==> config.mk <==
export PLATFORM = sky130hd
export DESIGN_NAME = measured_frame_rate_decimator
export DESIGN_NICKNAME = d
export VERILOG_FILES = /design/src/rtl/core/mfrd_pkg.sv /design/src/rtl/core/measured_frame_rate_decimator.sv /design/src/rtl/core/mfrd_div.sv
export SDC_FILE = /design/constraint.sdc
export NUM_CORES = 1
export LEC_CHECK = 0
export BUFFER_PORTS_ARGS = -buffer_cell sky130_fd_sc_hd__buf_2
export CORE_ASPECT_RATIO = 1.75
export CORE_UTILIZATION = 57
export DETAILED_ROUTE_END_ITERATION = 8
export HOLD_SLACK_MARGIN = 0.08
export PLACE_DENSITY = 0.77
export RECOVER_POWER = 25
export SYNTH_ARGS = -nofsm -noshare
export SYNTH_HDL_FRONTEND = slang
export SYNTH_SLANG_ARGS = --single-unit
export TNS_END_PERCENT = 10
==> constraint.sdc <==
create_clock -name clk -period 5.8 [get_ports clk]
set_input_delay 1.16 -clock clk [delete_from_list [all_inputs] [get_ports clk]]
set_output_delay 1.16 -clock clk [all_outputs]
set_load 0.01 [all_outputs]
==> src/rtl/core/mfrd_pkg.sv <==
// ----------------------------------------------------------------------------
// mfrd_pkg
// shared types, constants and rate table helpers for the frame rate decimator
// ----------------------------------------------------------------------------
package mfrd_pkg;

  localparam int TS_W   = 32;   // timestamp width
  localparam int RATE_W = 16;   // internal rate width
  localparam int CFG_W  = 8;    // requested rate register width
  localparam int DIV_W  = 32;   // serial divider width

  localparam logic [TS_W-1:0]   WINDOW_MS   = 32'd10000;
  localparam logic [RATE_W-1:0] COUNT_LIMIT = 16'd30;
  localparam logic [RATE_W-1:0] RESET_RATE  = 16'd30;
  localparam logic [1:0]        MAX_ADJ     = 2'd2;

  typedef enum logic [2:0] {
    ST_IDLE,
    ST_MEAS,
    ST_RATIO,
    ST_MOD,
    ST_EMIT
  } mfrd_state_t;

  // working rate snapped onto the supported steps
  function automatic logic [RATE_W-1:0] table_rate(input logic [RATE_W-1:0] r);
    logic [RATE_W-1:0] w;
    if (r <= 16'd1) w = 16'd1;
    else if (r <= 16'd5) w = 16'd5;
    else if (r <= 16'd10) w = 16'd10;
    else if (r <= 16'd15) w = 16'd15;
    else w = r;
    return w;
  endfunction

  // announced rate when every frame passes
  function automatic logic [RATE_W-1:0] ladder_rate(input logic [RATE_W-1:0] m);
    logic [RATE_W-1:0] a;
    if (m > 16'd30) a = m;
    else if (m > 16'd25) a = 16'd30;
    else if (m > 16'd20) a = 16'd25;
    else if (m > 16'd15) a = 16'd20;
    else if (m > 16'd10) a = 16'd15;
    else if (m > 16'd5) a = 16'd10;
    else if (m > 16'd1) a = 16'd5;
    else a = 16'd1;
    return a;
  endfunction

endpackage

==> src/rtl/core/measured_frame_rate_decimator.sv <==
// ----------------------------------------------------------------------------
// measured_frame_rate_decimator
// measures the source frame rate and keeps every n-th frame to match it
// ----------------------------------------------------------------------------
// Each input word is one frame arrival with its millisecond timestamp; each
// output word says whether that frame is kept, the rate announced with kept
// frames (zero for dropped ones) and the last measured source rate. One frame
// is in work at a time. An ordinary frame runs the 32-step bit-serial modulo
// of the skip position and then has its output word loaded into the output
// register once that register is free. A frame that closes a measurement
// window (at most twice after reset) first runs the serial division
// count*1000/duration, and then derives a skip ratio by a further division
// when one is needed. The single shared serial divider performs all of these
// divisions, and the input takes no new frame before the last one is through.
// The output register frees the input side as soon as a result is parked
// there. Writing requested_rate reloads the working rate; the write port is
// open only while no frame is in work.
// ----------------------------------------------------------------------------
module measured_frame_rate_decimator
  import mfrd_pkg::*;
(
  input  logic             clk,
  input  logic             rst_n,
  // frame arrivals
  input  logic             in_tvalid,
  output logic             in_tready,
  input  logic [TS_W-1:0]  in_tdata,    // [31:0] timestamp_ms
  // per-frame decisions
  output logic             out_tvalid,
  input  logic             out_tready,
  output logic [31:0]      out_tdata,   // [15:0] reported_rate, [31:16] source_rate
  output logic             out_tuser,   // [0] pass_frame
  // requested rate register
  input  logic             cfg_valid,
  output logic             cfg_ready,
  input  logic [CFG_W-1:0] cfg_data
);

  mfrd_state_t state_r, state_nxt;

  // rate control state
  logic [RATE_W-1:0] working_rate_r, working_rate_nxt;
  logic [RATE_W-1:0] measured_rate_r, measured_rate_nxt;
  logic [RATE_W-1:0] frame_tally_r, frame_tally_nxt;
  logic [TS_W-1:0]   window_start_r, window_start_nxt;
  logic [1:0]        adjust_tally_r, adjust_tally_nxt;
  logic [RATE_W-1:0] skip_factor_r, skip_factor_nxt;
  logic [TS_W-1:0]   skip_position_r, skip_position_nxt;
  logic [RATE_W-1:0] announced_rate_r, announced_rate_nxt;
  logic [TS_W-1:0]   ts_r, ts_nxt;       // timestamp of the frame in work
  logic              pass_r, pass_nxt;

  // output register
  logic              out_valid_r, out_valid_nxt;
  logic              out_pass_r, out_pass_nxt;
  logic [RATE_W-1:0] out_rep_r, out_rep_nxt;
  logic [RATE_W-1:0] out_src_r, out_src_nxt;

  // shared serial divider
  logic              div_start;
  logic [DIV_W-1:0]  div_dend;
  logic [DIV_W-1:0]  div_dsor;
  logic              div_busy;
  logic              div_done;
  logic [DIV_W-1:0]  div_quo;
  logic [DIV_W-1:0]  div_rem;

  // helpers
  logic              in_fire;
  logic [TS_W-1:0]   ws_eff;
  logic [TS_W-1:0]   dur;
  logic [RATE_W-1:0] tally_inc;
  logic [25:0]       tally_x1000;
  logic [RATE_W-1:0] m_new;
  logic [RATE_W-1:0] w_new;
  logic [RATE_W-1:0] d_eff;
  logic [RATE_W-1:0] skip_eff;

  mfrd_div #(.W(DIV_W)) u_div (
    .clk       (clk),
    .rst_n     (rst_n),
    .start     (div_start),
    .dividend  (div_dend),
    .divisor   (div_dsor),
    .busy      (div_busy),
    .done      (div_done),
    .quotient  (div_quo),
    .remainder (div_rem)
  );

  assign cfg_ready = (state_r == ST_IDLE);
  assign in_tready = (state_r == ST_IDLE) && !cfg_valid;
  assign in_fire   = in_tvalid && in_tready;

  always_comb begin
    // window opens on the first nonzero timestamp
    ws_eff      = (window_start_r == '0) ? in_tdata : window_start_r;
    dur         = in_tdata - ws_eff;
    tally_inc   = frame_tally_r + 16'd1;
    // count * 1000 as shifts and subtracts
    tally_x1000 = {tally_inc, 10'b0} - {6'b0, tally_inc, 4'b0}
                  - {7'b0, tally_inc, 3'b0};
    m_new       = div_quo[RATE_W-1:0];
    w_new       = table_rate(working_rate_r);
    d_eff       = (working_rate_r == '0) ? 16'd1 : working_rate_r;
    skip_eff    = (skip_factor_r == '0) ? 16'd1 : skip_factor_r;

    state_nxt          = state_r;
    working_rate_nxt   = working_rate_r;
    measured_rate_nxt  = measured_rate_r;
    frame_tally_nxt    = frame_tally_r;
    window_start_nxt   = window_start_r;
    adjust_tally_nxt   = adjust_tally_r;
    skip_factor_nxt    = skip_factor_r;
    skip_position_nxt  = skip_position_r;
    announced_rate_nxt = announced_rate_r;
    ts_nxt             = ts_r;
    pass_nxt           = pass_r;
    out_valid_nxt      = out_valid_r && !out_tready;
    out_pass_nxt       = out_pass_r;
    out_rep_nxt        = out_rep_r;
    out_src_nxt        = out_src_r;
    div_start          = 1'b0;
    div_dend           = DIV_W'(skip_position_r);
    div_dsor           = {{(DIV_W-RATE_W){1'b0}}, skip_eff};

    case (state_r)
      ST_IDLE: begin
        if (cfg_valid) begin
          working_rate_nxt = {{(RATE_W-CFG_W){1'b0}}, cfg_data};
        end else if (in_fire) begin
          ts_nxt           = in_tdata;
          window_start_nxt = ws_eff;
          div_start        = 1'b1;
          state_nxt        = ST_MOD;
          if (working_rate_r <= COUNT_LIMIT) begin
            frame_tally_nxt = tally_inc;
            if (dur >= WINDOW_MS && adjust_tally_r < MAX_ADJ) begin
              // close the window: rate = count*1000/duration
              div_dend  = {{(DIV_W-26){1'b0}}, tally_x1000};
              div_dsor  = dur;
              state_nxt = ST_MEAS;
            end
          end
        end
      end
      ST_MEAS: begin
        if (div_done) begin
          measured_rate_nxt = m_new;
          frame_tally_nxt   = '0;
          window_start_nxt  = ts_r;
          adjust_tally_nxt  = adjust_tally_r + 2'd1;
          working_rate_nxt  = w_new;
          div_start         = 1'b1;
          if (w_new >= m_new) begin
            skip_factor_nxt    = 16'd1;
            announced_rate_nxt = ladder_rate(m_new);
            div_dsor           = {{(DIV_W-1){1'b0}}, 1'b1};
            state_nxt          = ST_MOD;
          end else begin
            // rounded ratio (2m + r) / (2r), old working rate
            announced_rate_nxt = w_new;
            div_dend  = {{(DIV_W-RATE_W-2){1'b0}},
                         {1'b0, m_new, 1'b0} + {2'b0, d_eff}};
            div_dsor  = {{(DIV_W-RATE_W-1){1'b0}}, d_eff, 1'b0};
            state_nxt = ST_RATIO;
          end
        end
      end
      ST_RATIO: begin
        if (div_done) begin
          skip_factor_nxt = div_quo[RATE_W-1:0];
          div_start       = 1'b1;
          div_dsor        = {{(DIV_W-RATE_W){1'b0}},
                             (div_quo[RATE_W-1:0] == '0) ? 16'd1 : div_quo[RATE_W-1:0]};
          state_nxt       = ST_MOD;
        end
      end
      ST_MOD: begin
        if (div_done) begin
          // keep the frame when position mod skip is zero
          pass_nxt          = (div_rem == '0);
          skip_position_nxt = skip_position_r + 32'd1;
          state_nxt         = ST_EMIT;
        end
      end
      ST_EMIT: begin
        if (!out_valid_r || out_tready) begin
          out_valid_nxt = 1'b1;
          out_pass_nxt  = pass_r;
          out_rep_nxt   = pass_r ? announced_rate_r : '0;
          out_src_nxt   = measured_rate_r;
          state_nxt     = ST_IDLE;
        end
      end
      default: begin
        state_nxt = ST_IDLE;
      end
    endcase
  end

  always_ff @(posedge clk) begin
    if (!rst_n) begin
      state_r          <= ST_IDLE;
      working_rate_r   <= RESET_RATE;
      measured_rate_r  <= RESET_RATE;
      frame_tally_r    <= '0;
      window_start_r   <= '0;
      adjust_tally_r   <= '0;
      skip_factor_r    <= 16'd1;
      skip_position_r  <= '0;
      announced_rate_r <= RESET_RATE;
      out_valid_r      <= 1'b0;
    end else begin
      state_r          <= state_nxt;
      working_rate_r   <= working_rate_nxt;
      measured_rate_r  <= measured_rate_nxt;
      frame_tally_r    <= frame_tally_nxt;
      window_start_r   <= window_start_nxt;
      adjust_tally_r   <= adjust_tally_nxt;
      skip_factor_r    <= skip_factor_nxt;
      skip_position_r  <= skip_position_nxt;
      announced_rate_r <= announced_rate_nxt;
      out_valid_r      <= out_valid_nxt;
    end
  end

  // payload registers
  always_ff @(posedge clk) begin
    ts_r       <= ts_nxt;
    pass_r     <= pass_nxt;
    out_pass_r <= out_pass_nxt;
    out_rep_r  <= out_rep_nxt;
    out_src_r  <= out_src_nxt;
  end

  assign out_tvalid = out_valid_r;
  assign out_tdata  = {out_src_r, out_rep_r};
  assign out_tuser  = out_pass_r;

  // at most two measurements ever happen
  a_adjust_bound: assert property (@(posedge clk) disable iff (!rst_n)
    adjust_tally_r <= MAX_ADJ)
    else $error("adjust tally beyond limit");

  // the divider is never restarted while it still iterates
  a_div_start_idle: assert property (@(posedge clk) disable iff (!rst_n)
    div_start |-> !div_busy)
    else $error("divider restarted while busy");

  // a dropped frame announces no rate
  a_drop_zero: assert property (@(posedge clk) disable iff (!rst_n)
    (out_tvalid && !out_tuser) |-> (out_tdata[15:0] == '0))
    else $error("dropped frame carries a rate");

  // a derived skip ratio is never zero
  a_skip_nonzero: assert property (@(posedge clk) disable iff (!rst_n)
    (state_r == ST_RATIO && div_done) |=> (skip_factor_r != '0))
    else $error("skip ratio came out zero");

endmodule

==> src/rtl/core/mfrd_div.sv <==
// ----------------------------------------------------------------------------
// mfrd_div
// restoring divider, one quotient bit per cycle
// ----------------------------------------------------------------------------
module mfrd_div
  import mfrd_pkg::*;
#(
  parameter int W = DIV_W
) (
  input  logic         clk,
  input  logic         rst_n,
  input  logic         start,
  input  logic [W-1:0] dividend,
  input  logic [W-1:0] divisor,    // nonzero
  output logic         busy,
  output logic         done,
  output logic [W-1:0] quotient,
  output logic [W-1:0] remainder
);

  localparam int CW = $clog2(W + 1);

  logic [W-1:0]  quo_r, quo_nxt;
  logic [W-1:0]  rem_r, rem_nxt;
  logic [W-1:0]  dsor_r, dsor_nxt;
  logic [CW-1:0] cnt_r, cnt_nxt;
  logic          busy_r, busy_nxt;
  logic          done_r, done_nxt;
  logic [W:0]    shifted;
  logic [W:0]    diff;

  always_comb begin
    shifted  = {rem_r, quo_r[W-1]};
    diff     = shifted - {1'b0, dsor_r};
    quo_nxt  = quo_r;
    rem_nxt  = rem_r;
    dsor_nxt = dsor_r;
    cnt_nxt  = cnt_r;
    busy_nxt = busy_r;
    done_nxt = 1'b0;
    if (start) begin
      quo_nxt  = dividend;
      rem_nxt  = '0;
      dsor_nxt = divisor;
      cnt_nxt  = CW'(W);
      busy_nxt = 1'b1;
    end else if (busy_r) begin
      // trial subtract of the next partial remainder
      if (!diff[W]) begin
        rem_nxt = diff[W-1:0];
        quo_nxt = {quo_r[W-2:0], 1'b1};
      end else begin
        rem_nxt = shifted[W-1:0];
        quo_nxt = {quo_r[W-2:0], 1'b0};
      end
      cnt_nxt = cnt_r - CW'(1);
      if (cnt_r == CW'(1)) begin
        busy_nxt = 1'b0;
        done_nxt = 1'b1;
      end
    end
  end

  always_ff @(posedge clk) begin
    if (!rst_n) begin
      busy_r <= 1'b0;
      done_r <= 1'b0;
      cnt_r  <= '0;
    end else begin
      busy_r <= busy_nxt;
      done_r <= done_nxt;
      cnt_r  <= cnt_nxt;
    end
  end

  always_ff @(posedge clk) begin
    quo_r  <= quo_nxt;
    rem_r  <= rem_nxt;
    dsor_r <= dsor_nxt;
  end

  assign busy      = busy_r;
  assign done      = done_r;
  assign quotient  = quo_r;
  assign remainder = rem_r;

endmodule
Word-level counts from Yosys, hierarchy flattened

Cells that the tools add are included.
W data, S select, Z words.

Word-level logic and storage cells: 165
Input port bits: 45
Flip-flop bits (word level): 320

Add/subtract/negate cells: 9
Reductions and logical operators: 29
Multiplexer cells: 73
Eq/ne operators: 14
Bitwise logic cells: 3
Order comparisons: 15

Operators with widths:

| kind                    | number |
|---|---|
| $mux W32                | 17 |
| $mux W16                | 19 |
| $pmux W32 S2            | 2 |
| $pmux W16 S2            | 3 |
| $pmux W32 S3            | 1 |
| $logic_not A32 Y1       | 2 |
| $gt A16 B5 Y1 const B   | 3 |
| $logic_not A16 Y1       | 3 |
| $mux W17                | 2 |
| $sub A33 B32 Y33        | 1 |
| $add A32 B1 Y32 const B | 1 |
| $ge A32 B14 Y1 const B  | 1 |
| $gt A16 B4 Y1 const B   | 2 |
| $le A16 B4 Y1 const B   | 2 |
| $sub A32 B32 Y32        | 1 |
| $sub A26 B19 Y26        | 1 |
| $sub A26 B20 Y26        | 1 |
| $mux W3                 | 7 |
| $add A17 B16 Y18        | 1 |
| $add A16 B1 Y16 const B | 1 |
| $ge A16 B16 Y1          | 1 |
| $gt A16 B1 Y1 const B   | 1 |
| $gt A16 B3 Y1 const B   | 1 |
| $le A16 B1 Y1 const B   | 1 |
| 31 further kinds        | 68 |

Longest topological paths before layout

Depth in word-level cells: 11
Gate-level depth with buffers: 23
Gate-level depth less buffers: 19

Cells and area by module

From an unflattened synthesis, not the netlist that was laid out.

Cell total of the unflattened synthesis: 2502
Area, all modules: 21590.7 sq um

By module, submodules not included:

| module                        | area an instance (sq um) | cells each | times used |
|---|---|---|---|
| measured_frame_rate_decimator | 15481.1                  | 1898       | 1 |
| mfrd_div                      | 6109.6                   | 604        | 1 |

Worst setup path before layout

No wires, ideal clock.

Path type: reg2reg
Start point: register window_start_r[11]
End point: register u_div.quo_r[15] (netlist: u_div.quotient[15]) (data pin)
Path slack: -0.049 ns
Arrival: 5.585 ns
Stages on the path, launching flop included: 24
Required time: 5.536 ns
Path through: dfxtp_1 > buf_6 > nor4_4 > nand4_2 > nor2_1 > clkbuf_1 > buf_1 > a21oi_1 > ha_1 > clkbuf_1 > nor2_1 > or3_1 > nor2_1 > o221ai_1 > a2111o_1 > a21oi_2 > o21a_1 > o2111ai_1 > nand4bb_1 > or4_1 > buf_2 > buf_2 > a311oi_1 > a21oi_1

Word-level cells in the longest chain between the ends: 11

RTL lines:

| item                   | RTL line                             | RTL |
|---|---|---|
| start, declared        | measured_frame_rate_decimator.sv:45  | `logic [TS_W-1:0] window_start_r, window_start_nxt;` |
| start signal, assigned | measured_frame_rate_decimator.sv:219 | `window_start_r <= window_start_nxt;` |
| $logic_not A32 Y1      | measured_frame_rate_decimator.sv:97  | `ws_eff = (window_start_r == '0) ? in_tdata : window_start_r;` |
| $mux W32 *             | measured_frame_rate_decimator.sv:97  |  |
| $sub A32 B32 Y32 *     | measured_frame_rate_decimator.sv:98  | `dur = in_tdata - ws_eff;` |
| $ge A32 B14 Y1 *       | measured_frame_rate_decimator.sv:138 | `if (dur >= WINDOW_MS && adjust_tally_r < MAX_ADJ) begin` |
| $logic_and A1 B1 Y1 *  | measured_frame_rate_decimator.sv:138 |  |
| $mux W32 *             | measured_frame_rate_decimator.sv:138 |  |
| $mux W32 *             | measured_frame_rate_decimator.sv:136 | `if (working_rate_r <= COUNT_LIMIT) begin` |
| $mux W32 *             | measured_frame_rate_decimator.sv:131 | `end else if (in_fire) begin` |
| $mux W32 *             | measured_frame_rate_decimator.sv:129 | `if (cfg_valid) begin` |
| $pmux W32 S2 *         | measured_frame_rate_decimator.sv:127 | `case (state_r)` |
| $mux W32 *             | mfrd_div.sv:41                       | `if (start) begin` |
| net u_div.quo_nxt[15]  | mfrd_div.sv:23                       | `logic [W-1:0] quo_r, quo_nxt;` |
| end signal, assigned   | mfrd_div.sv:77                       | `quo_r <= quo_nxt;` |
| end, declared          | mfrd_div.sv:23                       |  |

Mark *: on every way through the listed nets, which the timed path passes. The rest lies on a longest branch.
A chain may end at the register's enable or synchronous reset.

Final worst setup path

Start point: register window_start_r[26]
End point: register u_div.quo_r[30] (netlist: u_div.quotient[30]) (data pin)

Same word-level chain as after synthesis.

==> results.ini <==
[outcome]
outcome=finished, violations left
violations=capacitance limit, slew limit

[clocking]
cts_root_buf=clkbuf_16
holdBufCountCts=0
clockBufferDepth=3
cts_made_buffers=31
cts_max_level=1
cts_tree=yes
clock_latency_ns=0.60
clk_pin_slew_ns=0.06
cts.sinks=320

[critical_path]
rrSetupSlack_ns=0.21
start_kind=register
worstPathArrival_ns=6.05
required_ns=6.26
crit_type=reg -> reg
path_max_fanout=22
crit_path_end_kind=register

[routing]
drt-initial-drc-count=1286
antenna_left=0
drt_wl_total_mm=67.9
firstDrtPassIters=6
drc=0
viasPerCell=6.45
routedWlPerCell_um=22.4
vias=19500

[timing]
fin_setup_tns_ns=0
slew_headroom=-1.31
slew_viol_final=120
finalCritPeriodShare=0.964
worst_pin_slew_ns=3.47
setup_viol=0
max_freq_mhz=179
hold_viol_final=0
setup_ws_ns=0.209
clock_skew_ns=0.0129
finalCriticalPeriod_ns=5.59

[global_route]
antenna_found_initial=2
track_usage=0.355
grt_pass1_wl_mm=105
grt_overflow_total=0
grt_max_degree=86
grt_pass1_vias=19500

[synth]
async_flop_share=0
synth_area_um2=21300
ys_seq_area_frac=0.361
synthTopCellsByArea=edfxtp_1 (18%), dfxtp_1 (18%), ha_1 (6.9%), a21oi_1 (4.6%), nand2_1 (4.2%)
avgSynthCellArea_um2=8.59
netlist.top_cell.by_area=edfxtp_1
synth-seq-cells=320
ys_top_cells_by_count=nand2_1 (238), a21oi_1 (198), dfxtp_1 (190), nor2_1 (166), o21ai_0 (160)
syn-num-nets=2657
netlist.area_leader.share=0.183
synth_ff_type=dfxtp_1
synth_cells=2483
synth_edf_count=130
synth_cell_type_count=87
synth_most_common_cell=nand2_1
synth_warnings=0

[finish]
diodes=0
layout.nets=2707
syn_to_final_growth_pct=10.9
final_layout_size_suffix_gt1_frac=0.0935
num-fill-cells=3076
post-route-util=0.641

[pwr]
p_switching_mw=3.62
p_comb_frac=0.444
p_int_mw=5.61
p_seq_frac=0.301
p_per_area_nw_per_um2=390
peakVddDrop_uv=376
pwr-share-clk=0.255
p_leak_nw=9.52
power.total_mw=9.23
swShare=0.392

[floorplan]
initial_core_util=0.578
die_area_um2=38200
core_um2=36900
dieHeight_um=258
row_count=93
ios=81
die_width_um=148

[place]
io_buffers=80
gp_congestion=0.986
dp_slack_ns=0.00211
dp_hpwl_mm=50.3

[worst_hold_path]
min_path_type=reg -> reg

[flow_run]
drv_cap=2

==> timing repair <==
item	4_1_cts	5_1_grt
endpoints found under the hold margin	0	0
pin swaps	0	4
gates cloned	0	0
setup endpoints to repair	16	36
gates resized for setup	2	6
buffers inserted	0	2
==> metrics by stage <==
stage	cell area, um^2	hold slack [ns]	std cells
5_1_grt	23700	0.449	3032
6_report	23700	0.430	3032
3_3_place_gp	22500	0.413	2973
2_1_floorplan	21300	0.408	2483
3_5_place_dp	22500	0.416	2973
4_1_cts	23700	0.432	3030
==> power groups by stage <==
stage               logic (mW)  clock network (mW)  registers [mW]
floorplan                 2.85                   0            2.71
global placement          3.90                   0            2.81
detailed placement        3.97                   0            2.82
CTS                       4.00                2.37            2.77
global route              4.45                2.45            2.80
finish                    4.10                2.35            2.78
==> worst paths after layout <==
| kind | from | to | depth (start not counted) |
|---|---|---|---|
| min | measured_rate_r[5] | out_src_r[5] | 0 |
| max reg2reg | window_start_r[26] | u_div.quotient[30] | 23 |
| max | window_start_r[26] | u_div.quotient[30] | 23 |
| min reg2reg | measured_rate_r[5] | out_src_r[5] | 0 |
==> registers in the layout (all words and copies together) (netlist names), 32 cells and up <==
| register | count |
|---|---|
| window_start_r | 32 |
| ts_r | 32 |
| u_div.quotient | 32 |
| u_div.dsor_r | 32 |
| u_div.remainder | 32 |
| skip_position_r | 32 |
==> metal layers <==
layer	wire length, um	track usage
met1	23000	0.350
met2	34700	0.653
met4	5960	0.286
met3	4170	0.0486
met5	27	0
==> placed cells by master (no fill, tap or decap), types with 14 or more instances in the layout <==
master and count:
o21a_1 18, nand3_1 55, a21o_1 50, o21ai_0 160, mux2i_1 53, a211oi_1 45, clkbuf_16 32, a221o_1 14
a21boi_0 32, o211ai_1 30, inv_1 110, a21oi_1 197, o211a_1 15, and2_1 68, nor4_1 27, nor2b_1 64
and2_0 15, edfxtp_1 130, nor3_1 38, ha_1 118, buf_4 95, clkbuf_1 46, nand2_1 236, nor2_1 162
buf_2 39, and3_1 27, xnor2_1 86, nand2b_1 29, nand4_1 22, a22oi_1 15, xor2_1 46, dfxtp_1 190
a31oi_1 17
==> kinds of logic after synthesis <==
family	count (synthesis)	share of synthesized area
fa+ha+maj	130	0.0800
simple gates	808	0.189
flops	320	0.361
buf+inv	276	0.0497
mux	54	0.0254
compound gates	762	0.240
xor+xnor	133	0.0546
==> final cells by class <==
class	count	area, um^2	share of cell area
clock buffer	39	867	0.0366
tap	475	594	0.0251
clock inverter	18	314	0.0133
multi-input combinational	1887	12700	0.536
timing repair buffer	178	1070	0.0454
inverter	115	432	0.0182
sequential	320	7710	0.326
==> critical path, cell delays in order, from the launching register on <==
cell	delay, ns
dfxtp_1	0.34
nor4_2	0.33
buf_4	0.19
nand4_2	0.20
nor2_4	0.22
buf_4	0.13
a21o_1	0.14
ha_1	0.17
inv_1	0.04
ha_1	0.18
a21oi_1	0.26
a21oi_1	0.15
o221ai_2	0.30
buf_4	0.18
mux2i_1	0.22
nand2_1	0.07
a311o_1	0.36
a211oi_1	0.29
nand4_1	0.18
or4_1	0.56
buf_4	0.25
a211oi_4	0.30
buf_4	0.21
a22o_1	0.15
(Power assumes the default switching activity.)
